$ cat config.mk
export PLATFORM = sky130hd
export DESIGN_NAME = pixel_arith_blend_unit_flat
export DESIGN_NICKNAME = d
export VERILOG_FILES = /design/src/rtl/core/pab_pkg.sv /design/src/rtl/core/pab_stream_if.sv /design/src/rtl/core/pab_lane.sv /design/src/rtl/core/pab_merge.sv /design/src/rtl/core/pixel_arith_blend_unit.sv /design/src/flat_wrapper.sv
export SDC_FILE = /design/constraint.sdc
export NUM_CORES = 2
export LEC_CHECK = 0
export BUFFER_PORTS_ARGS = -buffer_cell sky130_fd_sc_hd__buf_2
export CAP_MARGIN = 40
export CORE_MARGIN = 3
export CORE_UTILIZATION = 60
export CTS_BUF_LIST = sky130_fd_sc_hd__clkbuf_4
export DETAILED_ROUTE_END_ITERATION = 10
export MAX_ROUTING_LAYER = met4
export PLACE_DENSITY = 0.8
export SLEW_MARGIN = 0
export SYNTH_ARGS = -nofsm -noshare
export SYNTH_HDL_FRONTEND = slang
export SYNTH_SLANG_ARGS = --single-unit
$ cat constraint.sdc
create_clock -name clk -period 12.8 [get_ports clk]
set_input_delay 0.64 -clock clk [delete_from_list [all_inputs] [get_ports clk]]
set_output_delay 0.64 -clock clk [all_outputs]
set_load 0.01 [all_outputs]
$ cat src/rtl/core/pab_pkg.sv
`timescale 1ns / 1ps
package pab_pkg;
    localparam int ChanW = 8;

    typedef enum logic [3:0] {
        OP_NEG = 4'd0, OP_COPY = 4'd1, OP_ADD = 4'd2, OP_SUB = 4'd3, OP_MUL = 4'd4,
        OP_DIV = 4'd5, OP_MIN = 4'd6, OP_MAX = 4'd7, OP_DIFF = 4'd8, OP_BLEND = 4'd9
    } op_t;

    localparam logic [1:0] FMT_BIN  = 2'd0;
    localparam logic [1:0] FMT_GRAY = 2'd1;
    localparam logic [1:0] FMT_565  = 2'd2;
    localparam logic [1:0] FMT_RSVD = 2'd3;

    localparam logic [1:0] REG_MODE  = 2'd0;
    localparam logic [1:0] REG_FMT   = 2'd1;
    localparam logic [1:0] REG_VAR   = 2'd2;
    localparam logic [1:0] REG_ALPHA = 2'd3;

    // settings shared by all lanes
    typedef struct packed {
        logic [3:0] mode;
        logic       variant;
        logic [8:0] alpha;
    } lane_cfg_t;

    // per-item control carried down the pipe
    typedef struct packed {
        logic        pass;
        logic        written;
        logic [1:0]  fmt;
        logic [15:0] dn;
    } item_ctl_t;
endpackage

$ cat src/rtl/core/pab_stream_if.sv
`timescale 1ns / 1ps
interface pab_stream_if #(parameter int W = 1);
    logic         valid;
    logic         ready;
    logic [W-1:0] data;
    modport source (output valid, output data, input ready);
    modport sink (input valid, input data, output ready);
endinterface

$ cat src/rtl/core/pab_lane.sv
`timescale 1ns / 1ps
// One channel core, two register stages: products and upper quotient bits,
// then scale divide, lower quotient bits and clamp.
// Division by the scale s = 2^k-1 uses q = (x + (x>>k) + 1) >> k, exact for x < s*s+s.
// Operand divide: b = 0 gives 0, a >= b clamps to s, so only a < b needs a quotient,
// which fits ChanW bits; its restoring steps are split evenly over the two stages.
module pab_lane
    import pab_pkg::*;
(
    input  logic             clk,
    input  logic             en,
    input  lane_cfg_t        cfg,
    input  logic [3:0]       k,
    input  logic [ChanW-1:0] d,
    input  logic [ChanW-1:0] o,
    output logic [ChanW-1:0] res
);
    // quotient bits resolved per stage
    localparam int DivW = ChanW / 2;

    // k is 1, 5, 6 or 8
    logic [ChanW-1:0]   s;
    logic [ChanW-1:0]   a, b, dmin, dmax;
    logic [8:0]         alpha_sat;
    logic [15:0]        prod_next, prod_reg;
    logic [16:0]        blend_next;
    logic [ChanW-1:0]   simple_next, simple_reg, b_reg, s_reg;
    logic [3:0]         k_reg;
    logic [ChanW:0]     sum;
    logic [2*ChanW-1:0] xd;
    logic [ChanW:0]     rem_a;
    logic [ChanW-1:0]   rem_a_next, rem_a_reg;
    logic [DivW-1:0]    qa_next, qa_reg, xlo_reg;
    logic               sat_next, sat_reg;

    assign s         = ChanW'((9'd1 << k) - 9'd1);
    assign a         = cfg.variant ? o : d;
    assign b         = cfg.variant ? d : o;
    assign dmin      = (d < o) ? d : o;
    assign dmax      = (d < o) ? o : d;
    assign alpha_sat = cfg.alpha[8] ? 9'd256 : cfg.alpha;
    assign sum       = {1'b0, d} + {1'b0, o};
    assign blend_next = 17'(d * alpha_sat) + 17'(o * (9'd256 - alpha_sat));
    assign xd        = ((2*ChanW)'(a) << k) - (2*ChanW)'(a);
    assign sat_next  = (a >= b);

    // stage 1: one product per lane for multiply, else the simple result
    always_comb
    begin
        prod_next   = '0;
        simple_next = '0;
        unique case (cfg.mode)
            OP_NEG:   simple_next = s - d;
            OP_COPY:  simple_next = o;
            OP_ADD:   simple_next = (sum > {1'b0, s}) ? s : sum[ChanW-1:0];
            OP_SUB:   simple_next = (a > b) ? a - b : '0;
            OP_MUL:   prod_next = cfg.variant ? (s - d) * (s - o) : d * o;
            OP_DIV:   prod_next = '0;
            OP_MIN:   simple_next = dmin;
            OP_MAX:   simple_next = dmax;
            OP_DIFF:  simple_next = dmax - dmin;
            OP_BLEND: simple_next = blend_next[15:8];
            default:  simple_next = '0;
        endcase
    end

    // stage 1: upper quotient bits of a*s / b
    always_comb
    begin
        qa_next = '0;
        rem_a   = {1'b0, xd[2*ChanW-1:ChanW]};
        for (int i = DivW - 1; i >= 0; i--)
        begin
            rem_a = {rem_a[ChanW-1:0], xd[DivW + i]};
            if (rem_a >= {1'b0, b})
            begin
                rem_a      = rem_a - {1'b0, b};
                qa_next[i] = 1'b1;
            end
        end
        rem_a_next = rem_a[ChanW-1:0];
    end

    always_ff @(posedge clk)
    begin
        if (en)
        begin
            prod_reg   <= prod_next;
            simple_reg <= simple_next;
            b_reg      <= b;
            s_reg      <= s;
            k_reg      <= k;
            rem_a_reg  <= rem_a_next;
            qa_reg     <= qa_next;
            xlo_reg    <= xd[DivW-1:0];
            sat_reg    <= sat_next;
        end
    end

    // stage 2: divide by the scale, finish the operand divide, or pass the simple result
    logic [16:0]      x1, q_s;
    logic [15:0]      xc;
    logic [ChanW:0]   rem_b;
    logic [DivW-1:0]  qb;
    logic [ChanW-1:0] res_next, res_reg;
    always_comb
    begin
        xc  = prod_reg + (cfg.variant ? 16'(s_reg) - 16'd1 : 16'd0);
        x1  = {1'b0, xc} + 17'(xc >> k_reg) + 17'd1;
        q_s = x1 >> k_reg;
        // lower quotient bits
        qb    = '0;
        rem_b = {1'b0, rem_a_reg};
        for (int i = DivW - 1; i >= 0; i--)
        begin
            rem_b = {rem_b[ChanW-1:0], xlo_reg[i]};
            if (rem_b >= {1'b0, b_reg})
            begin
                rem_b = rem_b - {1'b0, b_reg};
                qb[i] = 1'b1;
            end
        end
        unique case (cfg.mode)
            OP_MUL:  res_next = cfg.variant ? s_reg - q_s[ChanW-1:0] : q_s[ChanW-1:0];
            OP_DIV:  res_next = (b_reg == '0) ? '0 :
                                sat_reg ? s_reg : {qa_reg, qb};
            default: res_next = simple_reg;
        endcase
    end

    always_ff @(posedge clk)
    begin
        if (en)
            res_reg <= res_next;
    end

    assign res = res_reg;
endmodule

$ cat src/rtl/core/pab_merge.sv
`timescale 1ns / 1ps
// Packs the lane results into the configured pixel format, or passes dn through for pass items.
module pab_merge
    import pab_pkg::*;
(
    input  item_ctl_t        ctl,
    input  logic [ChanW-1:0] r,
    input  logic [ChanW-1:0] g,
    input  logic [ChanW-1:0] b,
    output logic [15:0]      pixel,
    output logic             written
);
    always_comb
    begin
        written = ctl.written;
        if (ctl.pass)
            pixel = ctl.dn;
        else
        begin
            unique case (ctl.fmt)
                FMT_BIN:  pixel = {15'd0, g[0]};
                FMT_GRAY: pixel = {8'd0, g};
                default:  pixel = {r[4:0], g[5:0], b[4:0]};
            endcase
        end
    end
endmodule

$ cat src/rtl/core/pixel_arith_blend_unit.sv
`timescale 1ns / 1ps
// Channel  Dir  Payload
// in_ch    in   dest_pixel[15:0], other_pixel[15:0], mask_bit
// out_ch   out  result_pixel[15:0], pixel_written
// apb      in   operation_mode, pixel_format, variant_flag, blend_alpha
// One pixel per clock while the output is not stalled; two lane stages, then the output register.
// Three lanes (R, G/gray/binary, B) run in parallel; each splits its operand divide
// over its two stages.
// rst_n clears the valids and loads the register reset values asynchronously.
// A stalled output holds the whole pipe, bubbles included; input is ready whenever
// the output register is empty or being taken.
module pixel_arith_blend_unit
    import pab_pkg::*;
(
    input  logic        clk,
    input  logic        rst_n,
    input  logic        psel,
    input  logic        penable,
    input  logic        pwrite,
    input  logic [3:0]  paddr,
    input  logic [31:0] pwdata,
    output logic [31:0] prdata,
    output logic        pready,
    pab_stream_if.sink   in_ch,
    pab_stream_if.source out_ch
);
    logic [3:0] mode_reg;
    logic [1:0] fmt_reg;
    logic       var_reg;
    logic [8:0] alpha_reg;
    logic       wr;

    assign pready = 1'b1;
    assign wr = psel && penable && pwrite;

    // register file
    always_ff @(posedge clk or negedge rst_n)
    begin
        if (!rst_n)
        begin
            mode_reg  <= OP_NEG;
            fmt_reg   <= FMT_GRAY;
            var_reg   <= 1'b0;
            alpha_reg <= 9'd128;
        end
        else if (wr)
        begin
            unique case (paddr[3:2])
                REG_MODE:  mode_reg  <= pwdata[3:0];
                REG_FMT:   fmt_reg   <= pwdata[1:0];
                REG_VAR:   var_reg   <= pwdata[0];
                REG_ALPHA: alpha_reg <= pwdata[8:0];
                default:   ;
            endcase
        end
    end

    always_comb
    begin
        unique case (paddr[3:2])
            REG_MODE: prdata = {28'd0, mode_reg};
            REG_FMT:  prdata = {30'd0, fmt_reg};
            REG_VAR:  prdata = {31'd0, var_reg};
            default:  prdata = {23'd0, alpha_reg};
        endcase
    end

    // pipeline control
    logic v1_reg, v2_reg, vo_reg, adv;
    assign adv          = !vo_reg || out_ch.ready;
    assign in_ch.ready  = adv;
    assign out_ch.valid = vo_reg;

    always_ff @(posedge clk or negedge rst_n)
    begin
        if (!rst_n)
        begin
            v1_reg <= 1'b0;
            v2_reg <= 1'b0;
            vo_reg <= 1'b0;
        end
        else if (adv)
        begin
            v1_reg <= in_ch.valid;
            v2_reg <= v1_reg;
            vo_reg <= v2_reg;
        end
    end

    // input decode
    logic [15:0] d, o;
    logic        m;
    item_ctl_t   ctl_next, ctl1_reg, ctl2_reg;
    lane_cfg_t   cfg;
    assign {d, o, m} = in_ch.data;
    assign cfg = '{mode: mode_reg, variant: var_reg, alpha: alpha_reg};

    always_comb
    begin
        ctl_next.fmt = fmt_reg;
        unique case (fmt_reg)
            FMT_BIN:  ctl_next.dn = {15'd0, d[0]};
            FMT_GRAY: ctl_next.dn = {8'd0, d[7:0]};
            default:  ctl_next.dn = d;
        endcase
        ctl_next.pass = (fmt_reg == FMT_RSVD) || (mode_reg > OP_BLEND)
                        || (mode_reg != OP_NEG && !m);
        ctl_next.written = !ctl_next.pass;
    end

    always_ff @(posedge clk)
    begin
        if (adv)
        begin
            ctl1_reg <= ctl_next;
            ctl2_reg <= ctl1_reg;
        end
    end

    // lane operands
    logic [ChanW-1:0] dr, dg, db, or_, og, ob, rr, rg, rb;
    logic [3:0]       kg;
    always_comb
    begin
        dr = {3'd0, d[15:11]};
        or_ = {3'd0, o[15:11]};
        db = {3'd0, d[4:0]};
        ob = {3'd0, o[4:0]};
        unique case (fmt_reg)
            FMT_BIN:  begin dg = {7'd0, d[0]}; og = {7'd0, o[0]}; kg = 4'd1; end
            FMT_GRAY: begin dg = d[7:0];       og = o[7:0];       kg = 4'd8; end
            default:  begin dg = {2'd0, d[10:5]}; og = {2'd0, o[10:5]}; kg = 4'd6; end
        endcase
    end

    pab_lane u_lane_r (.clk(clk), .en(adv), .cfg(cfg), .k(4'd5), .d(dr), .o(or_), .res(rr));
    pab_lane u_lane_g (.clk(clk), .en(adv), .cfg(cfg), .k(kg), .d(dg), .o(og), .res(rg));
    pab_lane u_lane_b (.clk(clk), .en(adv), .cfg(cfg), .k(4'd5), .d(db), .o(ob), .res(rb));

    logic [15:0] pix;
    logic        wrt;
    pab_merge u_merge (.ctl(ctl2_reg), .r(rr), .g(rg), .b(rb), .pixel(pix), .written(wrt));

    // output register
    logic [16:0] out_reg;
    always_ff @(posedge clk)
    begin
        if (adv)
            out_reg <= {pix, wrt};
    end
    assign out_ch.data = out_reg;

`ifndef NO_ASSERTIONS
    a_hold: assert property (@(posedge clk) disable iff (!rst_n)
        out_ch.valid && !out_ch.ready |=> $stable(out_reg))
        else $error("output changed under stall");
    a_ready: assert property (@(posedge clk) disable iff (!rst_n)
        !out_ch.valid |-> in_ch.ready)
        else $error("input stalled with empty output");
    a_flow: assert property (@(posedge clk) disable iff (!rst_n)
        out_ch.ready && v2_reg |=> vo_reg)
        else $error("item lost in pipe");
`endif
endmodule

$ cat src/flat_wrapper.sv
// flat-port wrapper written by rule: the top's interface ports become plain ports
module pixel_arith_blend_unit_flat import pab_pkg::*;
  (clk, rst_n, psel, penable, pwrite, paddr, pwdata, prdata, pready, in_ch_valid, in_ch_data, in_ch_ready, out_ch_valid, out_ch_data, out_ch_ready);
  pab_stream_if #(.W(33)) in_ch_i ();
  pab_stream_if #(.W(17)) out_ch_i ();
  input  logic clk;
  input  logic rst_n;
  input  logic psel;
  input  logic penable;
  input  logic pwrite;
  input  logic [3:0] paddr;
  input  logic [31:0] pwdata;
  output logic [31:0] prdata;
  output logic pready;
  input wire logic [$bits(in_ch_i.valid)-1:0] in_ch_valid;
  input wire logic [$bits(in_ch_i.data)-1:0] in_ch_data;
  output wire logic [$bits(in_ch_i.ready)-1:0] in_ch_ready;
  output wire logic [$bits(out_ch_i.valid)-1:0] out_ch_valid;
  output wire logic [$bits(out_ch_i.data)-1:0] out_ch_data;
  input wire logic [$bits(out_ch_i.ready)-1:0] out_ch_ready;
  assign in_ch_i.valid = in_ch_valid;
  assign in_ch_i.data = in_ch_data;
  assign in_ch_ready = in_ch_i.ready;
  assign out_ch_valid = out_ch_i.valid;
  assign out_ch_data = out_ch_i.data;
  assign out_ch_i.ready = out_ch_ready;
  pixel_arith_blend_unit u_core (.clk(clk), .rst_n(rst_n), .psel(psel), .penable(penable), .pwrite(pwrite), .paddr(paddr), .pwdata(pwdata), .prdata(prdata), .pready(pready), .in_ch(in_ch_i), .out_ch(out_ch_i));
endmodule
==> results.tsv <==
stage	metric	value	unit
floorplan	placeableCoreArea	70390	sq um
floorplan	die_h	273.2	um
cells_and_area	layout.cells.most_common	sky130_fd_sc_hd__inv_1	
timing	post-route-min-period	12.15	ns
floorplan	placement_rows	97	
worst_setup_path	critical_path.startpoint_type	flip-flop	
yosys	synth-edff-count	200	
hold_path	min_delay_worst_endpoint	u_core.alpha_reg[5]$_DFFE_PN0P_	
detailed_routing	routed_via_density	6.062	
timing	slew_at_the_pin_with_the_worst_max_slew_slack	0.9573	ns
hold_path	class_of_the_tightest_hold_or_removal_check	input pin to flip-flop	
detailed_routing	detail_route.wirelength	123700	um
clocking	worst_setup_hold_path_clk_slew	0.07	ns
global_route	groute.usage.overall	0.3418	
worst_setup_path	r2r_path_start	u_core.fmt_reg[0]$_DFFE_PN1P_	
floorplan	chipWidth	273.2	um
detailed_routing	remaining_drc_errors	0	
worst_setup_path	endpoint_kind	flip-flop	
outcome	run_status	complete, no violations	
floorplan	dieArea	74660	sq um
detailed_routing	detail_route.iter0.violations	3484	
yosys	synthesis.instances	5019	
floorplan	i_o_pin_count	128	
detailed_routing	detailroute.via_count	37120	
global_route	grt_pass1_vias	36780	
clocking	clock_buffer_depth	3	
timing	sum_neg_setup_slack	0	ns
global_route	grt_start_max_net_pins	67	
detailed_routing	drt_first_pass_iters	8	
hold_path	hold_path_startpoint	pwdata[5]	
timing	worst_slew_margin_rel	0.3618	
timing	timing.final.max_slew_violations	0	
yosys	synth_area_per_cell	8.538	sq um
worst_setup_path	timing.setup.critical_path_class	flip-flop to flip-flop	
cells_and_area	final_design_area_no_fill	45620	sq um
timing	setup_violations	0	
worst_setup_path	critical-path-top-delay-family	compound AO/OA/AOI/OAI gates	
yosys	synth-seq-cells	219	
worst_setup_path	worst-r2r-cell-count	55	
worst_setup_path	slowest_stage	sky130_fd_sc_hd__dfstp_2	
placed_design	dp_hpwl	97650	um
cells_and_area	fin_nets	6204	
yosys	main_area_contributors_after_synthesis	sky130_fd_sc_hd__fa_1 (20%), sky130_fd_sc_hd__ha_1 (17%), sky130_fd_sc_hd__edfxtp_1 (14%), sky130_fd_sc_hd__inv_1 (5.8%), sky130_fd_sc_hd__nor2_1 (4.8%)	
placed_design	gp_weighted_congestion	1.026	
hold_path	whs_path_depth	2	
worst_setup_path	worst_ep_arrival_time	12.69	ns
worst_setup_path	path_buf_inv	6	
worst_setup_path	timing.critical_path.fanout_max	10	
cells_and_area	area_growth_syn_to_layout	6.450	%
clocking	cts_root_buffer	sky130_fd_sc_hd__clkbuf_4	
timing	finalCritPeriodShare	0.9492	
timing	clock-skew-final	0.06727	ns
cells_and_area	fill_cells	5881	
detailed_routing	avgRoutedWirePerCell	20.21	um
global_route	antenna_found_initial	7	
placed_design	placement.io_buffers	78	
worst_setup_path	slowest_delay	0.61	ns
clocking	clock-sinks	219	
global_route	grt_pass1_wl	196500	um
yosys	yosysTopAreaCellShare	0.1976	
clocking	cts_tree	yes	
detailed_routing	final_antenna_net_count	0	
yosys	synth.lib_cells_used.distinct	101	
clocking	cts_htree_levels	2	
clocking	numCtsBuffers	57	
placed_design	dpl-instance-area	44700	sq um
yosys	yosysWarningCount	0	
timing	clock.fmax	82.30	MHz
worst_setup_path	cp_data_required_time	13.34	ns
floorplan	initial_core_util	0.6088	
global_route	global_route.overflow_total	0	
yosys	yosys_most_used_dff	sky130_fd_sc_hd__edfxtp_1	
worst_setup_path	r2r-end	u_core.u_lane_g.rem_a_reg[6]$_DFFE_PP_	
clocking	clk_latency	0.84	ns
cells_and_area	drive_above_1_share	0.08192	
run	cap_violations	0	
yosys	synth.yosys.seq_area_share	0.1513	
worst_setup_path	reg2reg_slack	0.65	ns
timing	final-hold-violation-count	0	
yosys	synth_largest_area_cell	sky130_fd_sc_hd__fa_1	
yosys	area_of_the_mapped_netlist	42850	sq um
cells_and_area	layout.cells.most_common_list	sky130_fd_sc_hd__inv_1 (665), sky130_fd_sc_hd__ha_1 (568), sky130_fd_sc_hd__nor2_1 (551)	
worst_setup_path	crit_path_frequent_cell	sky130_fd_sc_hd__o21ai_0	
yosys	async_flop_share	0.08676	
-- worst reg2reg max path: cells and delay by family, from the launching register on --
kind | cells | cell delay [ns]
multiplexers | 3 | 0.92
AND/OR/NAND/NOR | 12 | 2.23
AO/OA/AOI/OAI | 29 | 5.57
adder cells (fa/ha/maj) | 5 | 1.74
flip-flops | 1 | 0.61
buffers and inverters | 6 | 0.86
-- cell families after synthesis --
logic type | synth area share
other | 0.0001753
XOR/XNOR | 0.06532
AO/OA/AOI/OAI | 0.1456
buffers and inverters | 0.08091
AND/OR/NAND/NOR | 0.1595
flip-flops | 0.1513
adder cells (fa/ha/maj) | 0.3635
multiplexers | 0.03369
-- what timing repair did --
action                     in CTS  in global routing
buffers inserted                0                  9
hold buffers                    1                  0
resized for setup               0                 11
setup endpoints to repair       0                  9
hold endpoints to repair       17                  0
-- Yosys cell counts (68+ instances only) --
cell,n
sky130_fd_sc_hd__xnor2_1,218
sky130_fd_sc_hd__mux2i_1,70
sky130_fd_sc_hd__inv_1,666
sky130_fd_sc_hd__nor2b_1,90
sky130_fd_sc_hd__a21o_1,104
sky130_fd_sc_hd__nor2_1,551
sky130_fd_sc_hd__o21ai_0,250
sky130_fd_sc_hd__ha_1,568
sky130_fd_sc_hd__xor2_1,99
sky130_fd_sc_hd__a21oi_1,263
sky130_fd_sc_hd__clkbuf_1,148
sky130_fd_sc_hd__nand2b_1,68
sky130_fd_sc_hd__edfxtp_1,200
sky130_fd_sc_hd__fa_1,423
sky130_fd_sc_hd__nand2_1,444
-- per-layer routing --
metal | share of wire | track usage | vias up
met2 | 0.44 | 0.5257 | 1950
met1 | 0.41 | 0.4569 | 17750
met3 | 0.11 | 0.06179 | 375
li1 | - | - | 17040
met4 | 0.038 | 0.1174 | 0
met5 | 0 | - | -
-- per-stage QoR --
stage	worst slack [ns]	cells	hold WS (ns)	util
3_3_place_gp	0.3598	5996	0.4009	0.6330
4_1_cts	0.1131	6105	0.01129	0.6460
2_1_floorplan	0.09317	5084	0.3444	-
6_report	0.6498	6123	0.03352	0.6480
5_1_grt	-0.07896	6122	0.01018	0.6480
3_5_place_dp	0.1571	6006	0.4045	0.6350
-- worst max-delay path by stage --
stage | cells past startpoint | slack, ns | start | end
2_1_floorplan | 60 | 0.09 | u_core.var_reg$_DFFE_PN0P_ | u_core.u_lane_g.rem_a_reg[7]$_DFFE_PP_
4_1_cts | 55 | 0.11 | u_core.fmt_reg[1]$_DFFE_PN0P_ | u_core.u_lane_g.rem_a_reg[5]$_DFFE_PP_
6_report | 55 | 0.65 | u_core.fmt_reg[0]$_DFFE_PN1P_ | u_core.u_lane_g.rem_a_reg[6]$_DFFE_PP_
5_1_grt | 56 | -0.08 | u_core.fmt_reg[0]$_DFFE_PN1P_ | u_core.u_lane_g.rem_a_reg[7]$_DFFE_PP_
3_5_place_dp | 54 | 0.16 | in_ch_data[1] | u_core.u_lane_g.rem_a_reg[5]$_DFFE_PP_
3_3_place_gp | 55 | 0.36 | in_ch_data[8] | u_core.u_lane_g.rem_a_reg[7]$_DFFE_PP_
-- layout make-up --
class | count | area (sq um) | area share
clock buffers | 78 | 585.6 | 0.01284
diodes | 7 | 17.52 | 0.0003840
inverters | 679 | 2549 | 0.05587
multi-input cells | 3975 | 33210 | 0.7279
well taps | 940 | 1176 | 0.02578
repair buffers | 205 | 1413 | 0.03097
flip-flops and latches | 219 | 6491 | 0.1423
clock inverters | 20 | 178.9 | 0.003922
Power is left out: the tool's default activity adds up to more than one toggle a clock period on the data nets, which glitch-free logic cannot reach.
